**src/rtl/lss_pkg.sv**
```systemverilog
// lss_pkg: shared types, codes and defaults for the lifo stack with statistics
// used by lss_cell, lss_stats and lifo_stack_with_stats; no dependencies
package lss_pkg;

  localparam int DEPTH_DEF     = 128;
  localparam int WORD_BITS_DEF = 32;

  // request kinds; the unused code behaves as a peek
  typedef enum logic [1:0] {
    MODE_PUSH = 2'd0,
    MODE_POP  = 2'd1,
    MODE_PEEK = 2'd2,
    MODE_ALT  = 2'd3
  } mode_t;

  // result status codes
  typedef enum logic [1:0] {
    ST_OK    = 2'd0,
    ST_FULL  = 2'd1,
    ST_EMPTY = 2'd2
  } status_t;

  // request payload
  typedef struct packed {
    logic [1:0]         mode;
    logic signed [31:0] push_value;
  } req_t;

  // result payload
  typedef struct packed {
    logic signed [31:0] top_value;
    logic [1:0]         status;
    logic               is_empty;
    logic [7:0]         depth;
    logic [31:0]        push_count;
    logic [31:0]        pop_count;
    logic [7:0]         max_depth;
  } rsp_t;

  // shift command broadcast along the row of cells and to the counters
  typedef struct packed {
    logic push;
    logic pop;
  } shift_t;

endpackage

```
**src/rtl/lss_cell.sv**
```systemverilog
// lss_cell: one storage slot of the shifting stack row
// depends on lss_pkg for the shift command struct
module lss_cell #(
  parameter int WORD_BITS = lss_pkg::WORD_BITS_DEF
) (
  input  logic                 clk,
  input  lss_pkg::shift_t      shift,
  input  logic [WORD_BITS-1:0] from_above,
  input  logic [WORD_BITS-1:0] from_below,
  output logic [WORD_BITS-1:0] q
);
  import lss_pkg::*;

  // push moves words away from the top, pop moves them toward it
  always_ff @(posedge clk) begin
    if (shift.push) begin
      q <= from_above;
    end else if (shift.pop) begin
      q <= from_below;
    end
  end

endmodule

```
**config.mk**
```make
export PLATFORM = sky130hd
export DESIGN_NAME = lss_cell
export DESIGN_NICKNAME = d
export VERILOG_FILES = /design/src/rtl/lss_pkg.sv /design/src/rtl/lss_cell.sv
export SDC_FILE = /design/constraint.sdc
export NUM_CORES = 1
export LEC_CHECK = 0
export BUFFER_PORTS_ARGS = -buffer_cell sky130_fd_sc_hd__buf_2
export CORE_MARGIN = 2
export CORE_UTILIZATION = 45
export CTS_CLUSTER_SIZE = 20
export DETAILED_ROUTE_END_ITERATION = 12
export PLACE_DENSITY = 0.85
export SYNTH_ARGS = -nofsm -noshare
export SYNTH_HDL_FRONTEND = slang
export SYNTH_SLANG_ARGS = --single-unit
```
**constraint.sdc**
```tcl
create_clock -name clk -period 3.1 [get_ports clk]
set_input_delay 0.465 -clock clk [delete_from_list [all_inputs] [get_ports clk]]
set_output_delay 0.465 -clock clk [all_outputs]
set_load 0.005 [all_outputs]
```
==> impl_metrics.tcl <==
set metrics [dict create \
    io_pins 99 \
    die-area_um2 3830 \
    report.final.slew_viol_count 0 \
    ys_warn_count 0 \
    start_util 0.459 \
    post-place-ws_ns 1.41 \
    hold_violations 0 \
    drc 0 \
    synth_top_area_cell "edfxtp_1" \
    cp_max_fo 32 \
    worst_path_largest_cell_delay_ns 0.46 \
    gp_congestion 0.670 \
    grt_max_degree 33 \
    grt_pass1_vias 893 \
    rsz0062_at_grt "false" \
    vias 995 \
    antenna_left 0 \
    layout_min_cycle_time_ns 1.35 \
    htreeDepth 2 \
    cp_slowest_cell "buf_4" \
    critPathRequiredTime_ns 3.18 \
    top_register "q" \
    ir_worst_vdd_v 0.000256 \
    power.density_nw_per_um2 451 \
    netSwitchingFraction 0.219 \
    whs_ns 0.434 \
    drtPass1Iterations 3 \
    critPathBufInv 2 \
    die_h_um 61.9 \
    drive_above_1_share 0.792 \
    synth.top_cells.by_area "edfxtp_1 (64%), mux2_4 (29%), buf_12 (4.0%)" \
    fin_ws_ns 1.75 \
    n_antenna_cell 0 \
    finalNonFillerCells 219 \
    initialDrtViolationCount 23 \
    tritoncts "built" \
    io_buffers 98 \
    synth_top_area_share 0.637 \
    crit_arrival_ns 1.42 \
    p_comb_frac 0.185 \
    critPathCaptureType "register" \
    nFillCells 261 \
    num_rows 21 \
    clk_pin_slew_ns 0.10 \
    synthCells 69 \
    synth_area_per_cell_um2 21.9 \
    p_seq_frac 0.583 \
    placed_cell_area_um2 2010 \
    final_nets 239 \
    dpl.cell_count 211 \
    p_int_w 0.000726 \
    grt_pass1_wl_um 3860 \
    relSlewSlack 0.639 \
    p_sw_w 0.000204 \
    ys_types 6 \
    antenna_found_initial 0 \
    cts_resized 0 \
    ctsHoldBuffers 0 \
    min_path_type "input pin to register" \
    core_um2 3280 \
    reg_top3 "q (32)" \
    via_per_inst 4.54 \
    overflow 0 \
    post_cts_buffers 0 \
    synth_area_um2 1510 \
    cap_violations 0 \
    synth_seq_cells 32 \
    p_clk_frac 0.232 \
    cts_buffer_depth 2 \
    grt_use_total 0.150 \
    cp_top_family "buffers and inverters" \
    wl_per_cell_um 13.7 \
    crit_chain "buf_2 > buf_4 > mux2_2" \
    yosysSeqAreaShare 0.637 \
    post-route-period-util 0.434 \
    syn_nets 136 \
    status "completed" \
    area_delta_synth_final_pct 36.7 \
    setup_viol 0 \
    cts.sinks 32 \
    numCtsBuffers 5 \
    die_w_um 61.9 \
    clock.fmax_mhz 743 \
    clockRootBuffer "clkbuf_4" \
    wl_um 2990 \
    fin_tns_setup_ns 0 \
    start_kind "input pin" \
    critPathKind "input pin to register" \
    finalInstanceArea_um2 2060 \
    p_leak_nw 1.01 \
    tightest_slew_ns 0.542 \
    largest_reg_flops 32 \
]
through the flow:
step | total power, W | utilization
floorplan | 0.000636 | -
global route | 0.000984 | 0.627
global placement | 0.000719 | 0.613
finish | 0.000930 | 0.627
detailed placement | 0.000727 | 0.613
CTS | 0.000943 | 0.627
Yosys cell counts, drive strengths merged:
library cell,instances
buf,4
edfxtp,32
mux2,32
or2,1
per-layer routing:
layer,wire [µm],vias to the layer above,GRT usage
met2,1520,68,0.256
met4,44,0,0.0638
met5,0,-,0
met3,344,5,0.0787
met1,1080,447,0.155
li1,-,475,-
layout make-up:
class | instances | area, µm² | area share
sequential | 32 | 961 | 0.466
timing repair buffer | 100 | 518 | 0.251
multi-input combinational | 33 | 475 | 0.231
tap | 46 | 57.6 | 0.0279
clock buffer | 7 | 45.0 | 0.0219
clock inverter | 1 | 3.75 | 0.00182
cell families (layout without fill, tap and decap cells):
logic type | count (synthesis) | after routing | synth area share
buf+inv | 4 | 108 | 0.0473
flops | 32 | 32 | 0.637
mux | 32 | 32 | 0.311
simple gates | 1 | 1 | 0.00415
final timing paths:
kind | startpoint | end | cells after the start
max | shift[1] | q[30] | 3
min | from_above[6] | q[6] | 2
power by group through the flow:
stage | Combinational, W | Clock (W) | Sequential, W
2_1_floorplan | 0.0000766 | 0 | 0.000560
3_3_place_gp | 0.000169 | 0 | 0.000550
3_5_place_dp | 0.000175 | 0 | 0.000552
4_1_cts | 0.000176 | 0.000224 | 0.000543
5_1_grt | 0.000189 | 0.000247 | 0.000548
6_report | 0.000172 | 0.000216 | 0.000542
cells in the final DEF, fill, tap and decap left out, drive strengths merged:
cell type,netlist,final
clkbuf,0,7
mux2,32,32
clkinv,0,1
buf,4,100
or2,1,1
edfxtp,32,32
Power figures use the tool's default switching activity.
