### src/rtl/lss_pkg.sv
// lss_pkg: shared types, codes and defaults for the lifo stack with statistics
// used by lss_cell, lss_stats and lifo_stack_with_stats; no dependencies
package lss_pkg;

  localparam int DEPTH_DEF     = 128;
  localparam int WORD_BITS_DEF = 32;

  // request kinds; the unused code behaves as a peek
  typedef enum logic [1:0] {
    MODE_PUSH = 2'd0,
    MODE_POP  = 2'd1,
    MODE_PEEK = 2'd2,
    MODE_ALT  = 2'd3
  } mode_t;

  // result status codes
  typedef enum logic [1:0] {
    ST_OK    = 2'd0,
    ST_FULL  = 2'd1,
    ST_EMPTY = 2'd2
  } status_t;

  // request payload
  typedef struct packed {
    logic [1:0]         mode;
    logic signed [31:0] push_value;
  } req_t;

  // result payload
  typedef struct packed {
    logic signed [31:0] top_value;
    logic [1:0]         status;
    logic               is_empty;
    logic [7:0]         depth;
    logic [31:0]        push_count;
    logic [31:0]        pop_count;
    logic [7:0]         max_depth;
  } rsp_t;

  // shift command broadcast along the row of cells and to the counters
  typedef struct packed {
    logic push;
    logic pop;
  } shift_t;

endpackage

### src/rtl/lss_stats.sv
// lss_stats: fill level, push and pop counters and high-water mark
// depends on lss_pkg for the shift command struct
module lss_stats #(
  parameter int DEPTH = lss_pkg::DEPTH_DEF,
  localparam int FW   = $clog2(DEPTH + 1)
) (
  input  logic            clk,
  input  logic            rst,
  input  lss_pkg::shift_t shift,
  output logic [FW-1:0]   fill,
  output logic [FW-1:0]   fill_next,
  output logic [FW-1:0]   deepest_next,
  output logic [31:0]     pushes_next,
  output logic [31:0]     pops_next
);
  import lss_pkg::*;

  logic [FW-1:0] deepest;
  logic [31:0]   pushes;
  logic [31:0]   pops;

  // values after the current transaction
  always_comb begin
    fill_next    = fill;
    pushes_next  = pushes;
    pops_next    = pops;
    if (shift.push) begin
      fill_next   = fill + FW'(1);
      pushes_next = pushes + 32'd1;
    end else if (shift.pop) begin
      fill_next = fill - FW'(1);
      pops_next = pops + 32'd1;
    end
    deepest_next = (fill_next > deepest) ? fill_next : deepest;
  end

  // counter registers
  always_ff @(posedge clk) begin
    if (rst) begin
      fill    <= '0;
      deepest <= '0;
      pushes  <= '0;
      pops    <= '0;
    end else begin
      fill    <= fill_next;
      deepest <= deepest_next;
      pushes  <= pushes_next;
      pops    <= pops_next;
    end
  end

  a_fill_bound: assert property (@(posedge clk) disable iff (rst)
    fill <= FW'(DEPTH))
    else $error("fill level above capacity");

  a_deepest_covers: assert property (@(posedge clk) disable iff (rst)
    deepest >= fill)
    else $error("high-water mark below fill level");

  a_fill_step: assert property (@(posedge clk) disable iff (rst)
    !$past(rst) |-> (fill == $past(fill) || fill == $past(fill) + FW'(1) ||
                     fill == $past(fill) - FW'(1)))
    else $error("fill level moved by more than one");

  a_push_counted: assert property (@(posedge clk) disable iff (rst)
    shift.push |=> pushes == $past(pushes) + 32'd1 && fill == $past(fill) + FW'(1))
    else $error("push not reflected in counters");

endmodule

### config.mk
export PLATFORM = sky130hd
export DESIGN_NAME = lss_stats
export DESIGN_NICKNAME = d
export VERILOG_FILES = /design/src/rtl/lss_pkg.sv /design/src/rtl/lss_stats.sv
export SDC_FILE = /design/constraint.sdc
export NUM_CORES = 1
export LEC_CHECK = 0
export BUFFER_PORTS_ARGS = -buffer_cell sky130_fd_sc_hd__buf_4
export CAP_MARGIN = 20
export CORE_UTILIZATION = 45
export CTS_CLUSTER_SIZE = 25
export DETAILED_ROUTE_END_ITERATION = 7
export HOLD_SLACK_MARGIN = 0.03
export PLACE_DENSITY = 0.69
export SETUP_SLACK_MARGIN = 0.15
export SLEW_MARGIN = 10
export SYNTH_ARGS = -nofsm -noshare
export SYNTH_HDL_FRONTEND = slang
export SYNTH_SLANG_ARGS = --single-unit
### constraint.sdc
create_clock -name clk -period 7.68 [get_ports clk]
set_clock_uncertainty 0.05 [all_clocks]
set_input_delay 1.536 -clock clk [delete_from_list [all_inputs] [get_ports clk]]
set_output_delay 1.536 -clock clk [all_outputs]
set_load 0.02 [all_outputs]
==> flow_summary_export.csv, run 1 <==
group,metric,value,unit
run_status,status,"completed",
logic_synthesis,synth.cell_area,3890,µm²
sta,timing.fmax,160,MHz
worst_setup_path,timing.setup.critical_path_class,"input pin to output pin",
drt,drt_iter0_drc,58,
logic_synthesis,postSynth.asyncResetShare,0,%
power,power_density,215,nW/µm²
finish,fill_cells,768,
worst_setup_path,start_kind,"input pin",
grt,largest_net_degree_at_the_start_of_global_routing,81,
die,initial_standard_cell_utilization_of_the_core,46.9,%
logic_synthesis,synth_enable_flop_cells,0,
finish,drive_above_1_share,24.0,%
logic_synthesis,netlist.area_leader.share,41.2,%
sta,setup_slack,1.41,ns
drt,drt_wl_total,8.11,mm
min_path,worst_hold_path.num_cells,2,
run,cap_violations,0,
drt,drc_errors,0,
worst_setup_path,critPathMaxFanout,17,
logic_synthesis,synth_sequential_area_ratio,41.2,%
sta,rsz0062_at_grt,"no",
clocking,postCtsSetupRepairBufs,0,
logic_synthesis,synthDistinctLibCells,37,
sta,fin_crit_sh,81.6,%
clocking,post_cts_resize_count,0,
sta,report.final.slew_viol_count,0,
worst_setup_path,worst_r2r_path_depth,10,
power,leakagePower,0.00213,µW
placement,portBuffers,91,
clocking,clock_latency_late_sink,0.34,ns
die,core_area,8300,µm²
grt,grt_pass1_vias,2889,
logic_synthesis,syn_avg_cell_area,9.31,µm²
grt,grt_remaining_overflow,0,
sta,slew-limit-headroom,45.5,%
power,max-vdd-ir-drop,0.000215,V
clocking,cts.sinks,80,
logic_synthesis,netlist.top_cell.by_area,"dfxtp_1",
worst_setup_path,critPathArrivalTime,4.68,ns
finish,final_net_count,524,
logic_synthesis,synth_top_family_by_area,"simple AND/OR/NAND/NOR gates",
logic_synthesis,synthesis.instances,418,
die,die_h,95.0,µm
drt,route.vias.total,3129,
clocking,path_clk_slew,0.08,ns
power,post-layout-total-power,1050,µW
clocking,h-tree-depth,3,
grt,antenna_found_initial,0,
sta,finalHoldViolCount,0,
logic_synthesis,synth.net_count,434,
logic_synthesis,synth.mux.area_fraction,2.60,%
logic_synthesis,yosys_most_used_dff,"dfxtp_1",
worst_setup_path,worstPathRequired,6.09,ns
clocking,cts-hold-fix-buffers,0,
clocking,cts_tree,"yes",
sta,setup-violations-final,0,
drt,avg_vias_per_cell,5.07,
clocking,ctsLongestPathBuffers,2,
placement,gp_congestion,0.821,
drt,drtPass1Iterations,4,
clocking,cts_root_buffer,"clkbuf_8",
logic_synthesis,yosys_register_bits,80,
logic_synthesis,adder_cell_fraction_of_synth_area,3.86,%
sta,fin_setup_tns,0,ns
sta,worst_pin_slew,0.817,ns
placement,dp_hpwl,5.75,mm
logic_synthesis,synth_simple_gate_area_share,32.2,%
sta,min_period,6.27,ns
clocking,inserted_clock_buffers,9,
grt,gr-usage-all-layers,18.8,%
finish,utilization,58.6,%
grt,grt_first_pass_wirelength,13.2,mm
die,io_pins,92,
worst_setup_path,setup.worst_path.end_class,"output pin",
die,die-area,9020,µm²
die,chipWidth,95.0,µm
finish,syn2layout_area_growth,24.9,%
placement,place_worst_setup_slack,1.43,ns
finish,antenna_cells,0,
drt,avgRoutedWirePerCell,13.1,µm
logic_synthesis,netlist_top_cells_area,"dfxtp_1, nor2b_1, xnor2_1",
min_path,worstHoldPathType,"flop to flop",
logic_synthesis,synthXorXnorAreaFrac,15.5,%
drt,antenna_left,0,
logic_synthesis,complex_gate_fraction_of_the_synthesized_area,2.25,%
logic_synthesis,synth.yosys.warnings,0,
die,floorplan.rows,33,
[power by group]
part | switching (µW) | total [µW] | leakage, µW | internal (µW)
logic | 145 | 272 | 0.00138 | 127
clock network | 146 | 326 | 0.000103 | 181
registers | 15.2 | 448 | 0.000647 | 433
[metal layers]
metal	GRT usage, %	share of wire, %
met2	32.4	49
met4	6.19	1.2
met5	0	0
met3	5.39	5.7
met1	22.3	44
[final cells by class]
| class | instances | area (µm²) | share of cell area (%) |
|---|---|---|---|
| Inverter | 13 | 48.8 | 1.00 |
| Tap cell | 105 | 131 | 2.70 |
| Multi-Input combinational cell | 313 | 2190 | 45.1 |
| Clock buffer | 11 | 131 | 2.70 |
| Sequential cell | 80 | 1600 | 32.9 |
| Clock inverter | 4 | 70.1 | 1.44 |
| Timing Repair Buffer | 91 | 683 | 14.1 |
[worst paths after layout]
check	to	slack, ns	startpoint
hold / removal	pops[31]	0.53	pops[31]
setup reg to reg	deepest[5]	4.13	fill[3]
hold reg to reg	pops[31]	0.53	pops[31]
setup / recovery	deepest_next[5]	1.41	shift[1]
[cell usage after synthesis, types with 3 or more instances]
cell type / count
inv_1: 13
nor4_4: 3
ha_1: 12
nor2b_1: 79
and3_1: 10
nand2_1: 27
nand4_1: 16
a21oi_1: 3
and2_1: 3
nand3_1: 29
clkbuf_1: 11
mux2_2: 9
and4_1: 9
nor3_1: 3
xnor2_1: 47
xor2_1: 22
nor2_1: 23
dfxtp_1: 80
[logic make-up after synthesis]
| group | Yosys count |
|---|---|
| mux | 9 |
| buf+inv | 25 |
| xor+xnor | 69 |
| fa+ha+maj | 12 |
| compound gates | 12 |
| flops | 80 |
| simple gates | 211 |
[cell usage in the layout, fill, tap and decap left out, drive strengths merged, types with 4 or more instances in the layout]
cell type and count:
and3 10, and4 9, buf 91, clkbuf 11, dfxtp 80, ha 12, inv 13, mux2 9
nand2 27, nand3 30, nand4 17, nor2 23, nor2b 80, nor3 4, xnor2 47, xor2 22
[per-stage QoR]
stage / area, µm² / std cells / hold WS, ns
final: 4860 / 617 / 0.525
after detailed placement: 4660 / 602 / 0.500
after floorplan: 3890 / 418 / 0.603
after global placement: 4660 / 602 / 0.499
after global routing: 4860 / 617 / 0.559
after CTS: 4860 / 617 / 0.525
[worst max-delay path: stages]
cell      delay (ns)
buf_4           0.17
nor4b_2         0.30
nor4b_1         0.35
nor2_1          0.09
xnor2_1         0.30
ha_1            0.32
a211oi_1        0.26
nor2_1          0.10
o31ai_2         0.65
mux2_2          0.43
buf_4           0.16
[flip-flops by register name, summed over array words and instances, names as in the netlist]
register / count
deepest: 8
pushes: 32
pops: 32
fill: 8
(Power assumes the default switching activity.)
==> inputs of run 2 (changes only) <==
==> constraint.sdc (replaced) <==
create_clock -name clk -period 6.2 [get_ports clk]
set_clock_uncertainty 0.05 [all_clocks]
set_input_delay 1.24 -clock clk [delete_from_list [all_inputs] [get_ports clk]]
set_output_delay 1.24 -clock clk [all_outputs]
set_load 0.02 [all_outputs]
==> flow_summary_export.csv, run 2 (same netlist as run 1, synthesis figures left out) <==
group,metric,value,unit
run_status,status,"completed",
die,floorplan.rows,33,
finish,top_regs,"pops: 32 flops, pushes: 32 flops",
finish,antenna_cells,0,
die,io_pins,92,
placement,dpl_cell_area,4670,µm²
clocking,clock_latency_late_sink,0.35,ns
worst_setup_path,crit_path_top_delay_cell,"o31ai_2",
sta,rsz0062_at_grt,"no",
power,power_density,278,nW/µm²
sta,finalHoldViolCount,0,
clocking,cts.sinks,80,
finish,syn2layout_area_growth,26.2,%
sta,fin_crit_sh,90.1,%
finish,finalInstanceArea,4910,µm²
grt,largest_net_degree_at_the_start_of_global_routing,81,
clocking,ctsLongestPathBuffers,2,
power,power.share.clock,34.2,%
sta,setup-violations-final,0,
finish,drive_above_1_share,24.5,%
sta,worst_pin_slew,0.812,ns
grt,grt_pass1_vias,2930,
power,netSwitchingFraction,28.2,%
clocking,postCtsSetupRepairBufs,0,
power,max-vdd-ir-drop,0.000216,V
clocking,cts-hold-fix-buffers,0,
finish,layout.cells.most_common,"buf_4",
clocking,cts_root_buffer,"clkbuf_8",
worst_setup_path,critPathArrivalTime,4.29,ns
drt,drtPass1Iterations,4,
drt,avgRoutedWirePerCell,12.9,µm
worst_setup_path,worstPathRequired,4.91,ns
power,p_int,981,µW
drt,drt_wl_total,7.97,mm
die,die_h,95.0,µm
run,cap_violations,0,
grt,antenna_found_initial,0,
clocking,cts_tree,"yes",
drt,drt_iter0_drc,91,
finish,most_frequent_cells_in_the_layout,"buf_4, dfxtp_1, nor2b_1",
power,switching_power,385,µW
sta,report.final.slew_viol_count,0,
sta,fin_setup_tns,0,ns
power,leakagePower,0.00215,µW
die,core_area,8300,µm²
worst_setup_path,timing.critical_path.mode_cell,"buf_4",
finish,fill_cells,758,
drt,drc_errors,0,
die,chipWidth,95.0,µm
power,post-layout-total-power,1370,µW
sta,timing.fmax,179,MHz
min_path,worstHoldPathType,"flop to flop",
sta,min_period,5.58,ns
worst_setup_path,timing.setup.critical_path_class,"input pin to output pin",
die,die-area,9020,µm²
grt,grt_remaining_overflow,0,
grt,grt_first_pass_wirelength,12.9,mm
worst_setup_path,critPathMaxFanout,17,
clocking,h-tree-depth,3,
power,pwr-share-seq,40.6,%
power,combPwrFrac,25.2,%
worst_setup_path,crit_path_max_incr_delay,0.44,ns
clocking,post_cts_resize_count,0,
worst_setup_path,start_kind,"input pin",
placement,gp_congestion,0.830,
drt,antenna_left,0,
grt,gr-usage-all-layers,18.3,%
die,initial_standard_cell_utilization_of_the_core,46.9,%
worst_setup_path,setup.worst_path.end_class,"output pin",
drt,route.vias.total,3098,
worst_setup_path,timing.critical_path.cells,"buf_4 > nor4b_2 > nor4b_1 > nor2_1 > xnor2_1 > ha_1 > a211oi_1 > nor2_1 > o31ai_2 > buf_4 > mux2_2 > buf_4",
finish,final_net_count,525,
clocking,inserted_clock_buffers,9,
placement,dp_hpwl,5.65,mm
sta,slew-limit-headroom,45.8,%
placement,portBuffers,91,
drt,avg_vias_per_cell,5.00,
clocking,path_clk_slew,0.08,ns
run 2: cell count changes in the layout (fill, tap and decap cells not counted):
cell / previous run / this run
buf_4: 91 / 92
bufinv_16: 2 / 3
clkbuf_1: 2 / 1
clkbuf_8: 9 / 10
clkinv_2: 2 / 1
clkinv_4: 0 / 1
run 2: power by group through the flow:
stage | clock network, µW | logic [µW] | registers [µW]
6_report | 467 | 344 | 555
5_1_grt | 502 | 371 | 558
4_1_cts | 478 | 348 | 555
3_5_place_dp | 0 | 346 | 567
3_3_place_gp | 0 | 341 | 566
2_1_floorplan | 0 | 226 | 570
run 2: worst max-delay path: cells and delay by family:
family	cells	cell delay (ns)
and+or+nand+nor	4	0.87
AOI/OAI and AO/OA	2	0.64
xor gates and xnor gates	1	0.32
muxes	1	0.34
buffers and inverters	3	0.57
adders and majority gates	1	0.32
run 2: area by class of cell:
type | instances | area (µm²) | share of cell area, %
multi-input cells | 313 | 2190 | 44.7
flip-flops and latches | 80 | 1600 | 32.6
repair buffers | 92 | 691 | 14.1
clock buffers | 11 | 141 | 2.88
well taps | 105 | 131 | 2.67
clock inverters | 5 | 104 | 2.11
inverters | 13 | 48.8 | 0.993
run 2: path summary, 6_finish.rpt:
path	start	endpoint	slack, ns	depth (start not counted)
hold / removal	pops[31]	pops[31]	0.53	2
setup / recovery	shift[1]	deepest_next[3]	0.62	12
setup reg to reg	fill[3]	deepest[2]	2.74	11
hold reg to reg	pops[31]	pops[31]	0.53	2
run 2: per-stage QoR:
step           hold slack, ns  std cells  utilization [%]  worst slack (ns)
6_report                0.530        619             59.2             0.616
5_1_grt                 0.559        619             59.2             0.321
4_1_cts                 0.530        619             59.2             0.580
3_5_place_dp            0.515        603             56.2             0.597
3_3_place_gp            0.499        603             56.2             0.705
2_1_floorplan           0.603        418                -             0.929
run 2: metal layers:
metal | track usage (%) | vias to the layer above | share of wire (%)
li1 | - | 1582 | -
met1 | 21.6 | 1433 | 45
met2 | 31.2 | 70 | 48
met3 | 5.23 | 13 | 6.3
met4 | 6.69 | 0 | 1.3
met5 | 0 | - | 0
==> inputs of run 3 (changes only) <==
--- a/config.mk
+++ b/config.mk
@@ -5,13 +5,12 @@
 export SDC_FILE = /design/constraint.sdc
 export NUM_CORES = 1
 export LEC_CHECK = 0
-export BUFFER_PORTS_ARGS = -buffer_cell sky130_fd_sc_hd__buf_4
 export CAP_MARGIN = 20
 export CORE_UTILIZATION = 45
 export CTS_CLUSTER_SIZE = 25
 export DETAILED_ROUTE_END_ITERATION = 7
+export DONT_BUFFER_PORTS = 1
 export HOLD_SLACK_MARGIN = 0.03
-export PLACE_DENSITY = 0.69
 export SETUP_SLACK_MARGIN = 0.15
 export SLEW_MARGIN = 10
 export SYNTH_ARGS = -nofsm -noshare
==> flow_summary_export.csv, run 3 (same netlist as run 1, synthesis figures left out) <==
group,metric,value,unit
run_status,status,"completed",
drt,route.vias.total,2753,
min_path,whs_endpoint,"pops[31]",
drt,antenna_left,0,
finish,antenna_cells,0,
worst_setup_path,crit_path_max_incr_delay,0.64,ns
die,io_pins,92,
worst_setup_path,rr_endpoint,"deepest[5]",
finish,most_frequent_cells_in_the_layout,"dfxtp_1, nor2b_1, xnor2_1",
finish,top_regs,"pops: 32 flops, pushes: 32 flops",
worst_setup_path,crit-reg2reg-launch,"fill[3]",
sta,finalHoldViolCount,0,
power,max-vdd-ir-drop,0.000209,V
worst_setup_path,timing.setup.critical_path_class,"input pin to output pin",
finish,drive_above_1_share,8.90,%
finish,final_net_count,438,
clocking,h-tree-depth,3,
die,floorplan.rows,33,
sta,report.final.slew_viol_count,0,
worst_setup_path,crit_path_top_delay_cell,"o31ai_2",
worst_setup_path,critPathMaxFanout,17,
drt,drtPass1Iterations,4,
die,core_area,8300,µm²
drt,drt_wl_total,7.41,mm
drt,drt_iter0_drc,59,
placement,place_worst_setup_slack,0.859,ns
grt,grt_pass1_vias,2654,
drt,avg_vias_per_cell,5.17,
die,die_h,95.0,µm
sta,min_period,5.31,ns
clocking,path_clk_slew,0.07,ns
worst_setup_path,regToRegSetupSlack,2.59,ns
sta,fin_crit_sh,85.7,%
grt,grt_first_pass_wirelength,12.4,mm
min_path,worstHoldPathType,"flop to flop",
drt,drc_errors,0,
sta,slew-limit-headroom,51.4,%
clocking,inserted_clock_buffers,9,
worst_setup_path,timing.critical_path.mode_cell,"nor2_1",
finish,utilization,50.8,%
grt,gr-usage-all-layers,17.5,%
clocking,cts_root_buffer,"clkbuf_8",
sta,setup_slack,0.890,ns
power,power_density,286,nW/µm²
min_path,worst_hold_path.num_cells,2,
worst_setup_path,critPathArrivalTime,4.02,ns
clocking,post_cts_resize_count,0,
die,die-area,9020,µm²
finish,syn2layout_area_growth,8.26,%
clocking,clock_latency_late_sink,0.34,ns
placement,dp_hpwl,5.24,mm
grt,antenna_found_initial,0,
sta,timing.fmax,188,MHz
finish,layoutNonFillerInstCount,532,
placement,place_inst,516,
clocking,cts.sinks,80,
clocking,cts-hold-fix-buffers,0,
grt,largest_net_degree_at_the_start_of_global_routing,81,
worst_setup_path,start_kind,"input pin",
grt,grt_remaining_overflow,0,
sta,setup-violations-final,0,
drt,avgRoutedWirePerCell,13.9,µm
worst_setup_path,setup.worst_path.end_class,"output pin",
die,chipWidth,95.0,µm
power,leakagePower,0.00167,µW
run,cap_violations,0,
min_path,startpoint_of_the_most_critical_hold_path,"pops[31]",
placement,portBuffers,0,
die,initial_standard_cell_utilization_of_the_core,46.9,%
sta,rsz0062_at_grt,"no",
placement,gp_congestion,0.792,
clocking,ctsLongestPathBuffers,2,
sta,fin_setup_tns,0,ns
clocking,postCtsSetupRepairBufs,0,
worst_setup_path,worst_r2r_path_depth,11,
worst_setup_path,worstPathRequired,4.91,ns
sta,worst_pin_slew,0.725,ns
worst_setup_path,timing.critical_path.cells,"nor4b_2 > nor4b_1 > nor2_1 > xnor2_1 > buf_4 > ha_1 > a211oi_1 > nor2_1 > o31ai_2 > mux2_2",
power,post-layout-total-power,1200,µW
finish,layout.cells.most_common,"dfxtp_1",
clocking,cts_tree,"yes",
-- run 3: cell types whose count changed in the layout (fill, tap and decap cells not counted) --
cell       delta
buf_4        -87
clkinv_4      -1
bufinv_16     -2
clkinv_2      +1
clkbuf_1      +1
clkbuf_8      +1
-- run 3: routing by layer --
metal | track usage (%) | vias up | routed length, µm
met1 | 20.5 | 1264 | 3320
met5 | 0 | - | 0
met2 | 28.8 | 69 | 3340
met3 | 7.33 | 9 | 639
met4 | 5.68 | 0 | 101
li1 | - | 1411 | -
-- run 3: report_power, final --
part	internal [µW]	switching [µW]	total (µW)
sequential	537	25.8	562
combinational	108	151	259
clock	207	175	382
total	852	351	1200
-- run 3: worst max-delay path: cells and delay by family --
| kind | cells | cell delay [ns] |
|---|---|---|
| buffers and inverters | 1 | 0.18 |
| muxes | 1 | 0.48 |
| adders and majority gates | 1 | 0.30 |
| AOI/OAI and AO/OA | 2 | 0.86 |
| and+or+nand+nor | 4 | 0.82 |
| xor gates and xnor gates | 1 | 0.14 |
-- run 3: worst max path at each step --
stage | from | endpoint | slack (ns) | depth (start not counted)
2_1_floorplan | shift[1] | deepest_next[0] | 0.93 | 9
3_3_place_gp | shift[1] | deepest_next[2] | 0.93 | 10
3_5_place_dp | shift[1] | deepest_next[5] | 0.86 | 10
4_1_cts | shift[1] | deepest_next[5] | 0.85 | 10
5_1_grt | shift[1] | deepest_next[7] | 0.57 | 10
6_report | shift[1] | deepest_next[5] | 0.89 | 10
-- run 3: layout make-up --
| type | instances | area [µm²] |
|---|---|---|
| clock inverter | 3 | 40.0 |
| inverter | 13 | 48.8 |
| clock buffer | 13 | 159 |
| multi-input combinational | 313 | 2190 |
| fill | 789 | 4090 |
| tap | 105 | 131 |
| sequential | 80 | 1600 |
| timing repair buffer | 5 | 37.5 |
-- run 3: per-stage QoR --
| stage | instance area, µm² | hold slack [ns] |
|---|---|---|
| final | 4210 | 0.633 |
| after CTS | 4210 | 0.641 |
| after detailed placement | 4010 | 0.623 |
| after floorplan | 3890 | 0.603 |
| after global routing | 4210 | 0.664 |
| after global placement | 4010 | 0.617 |
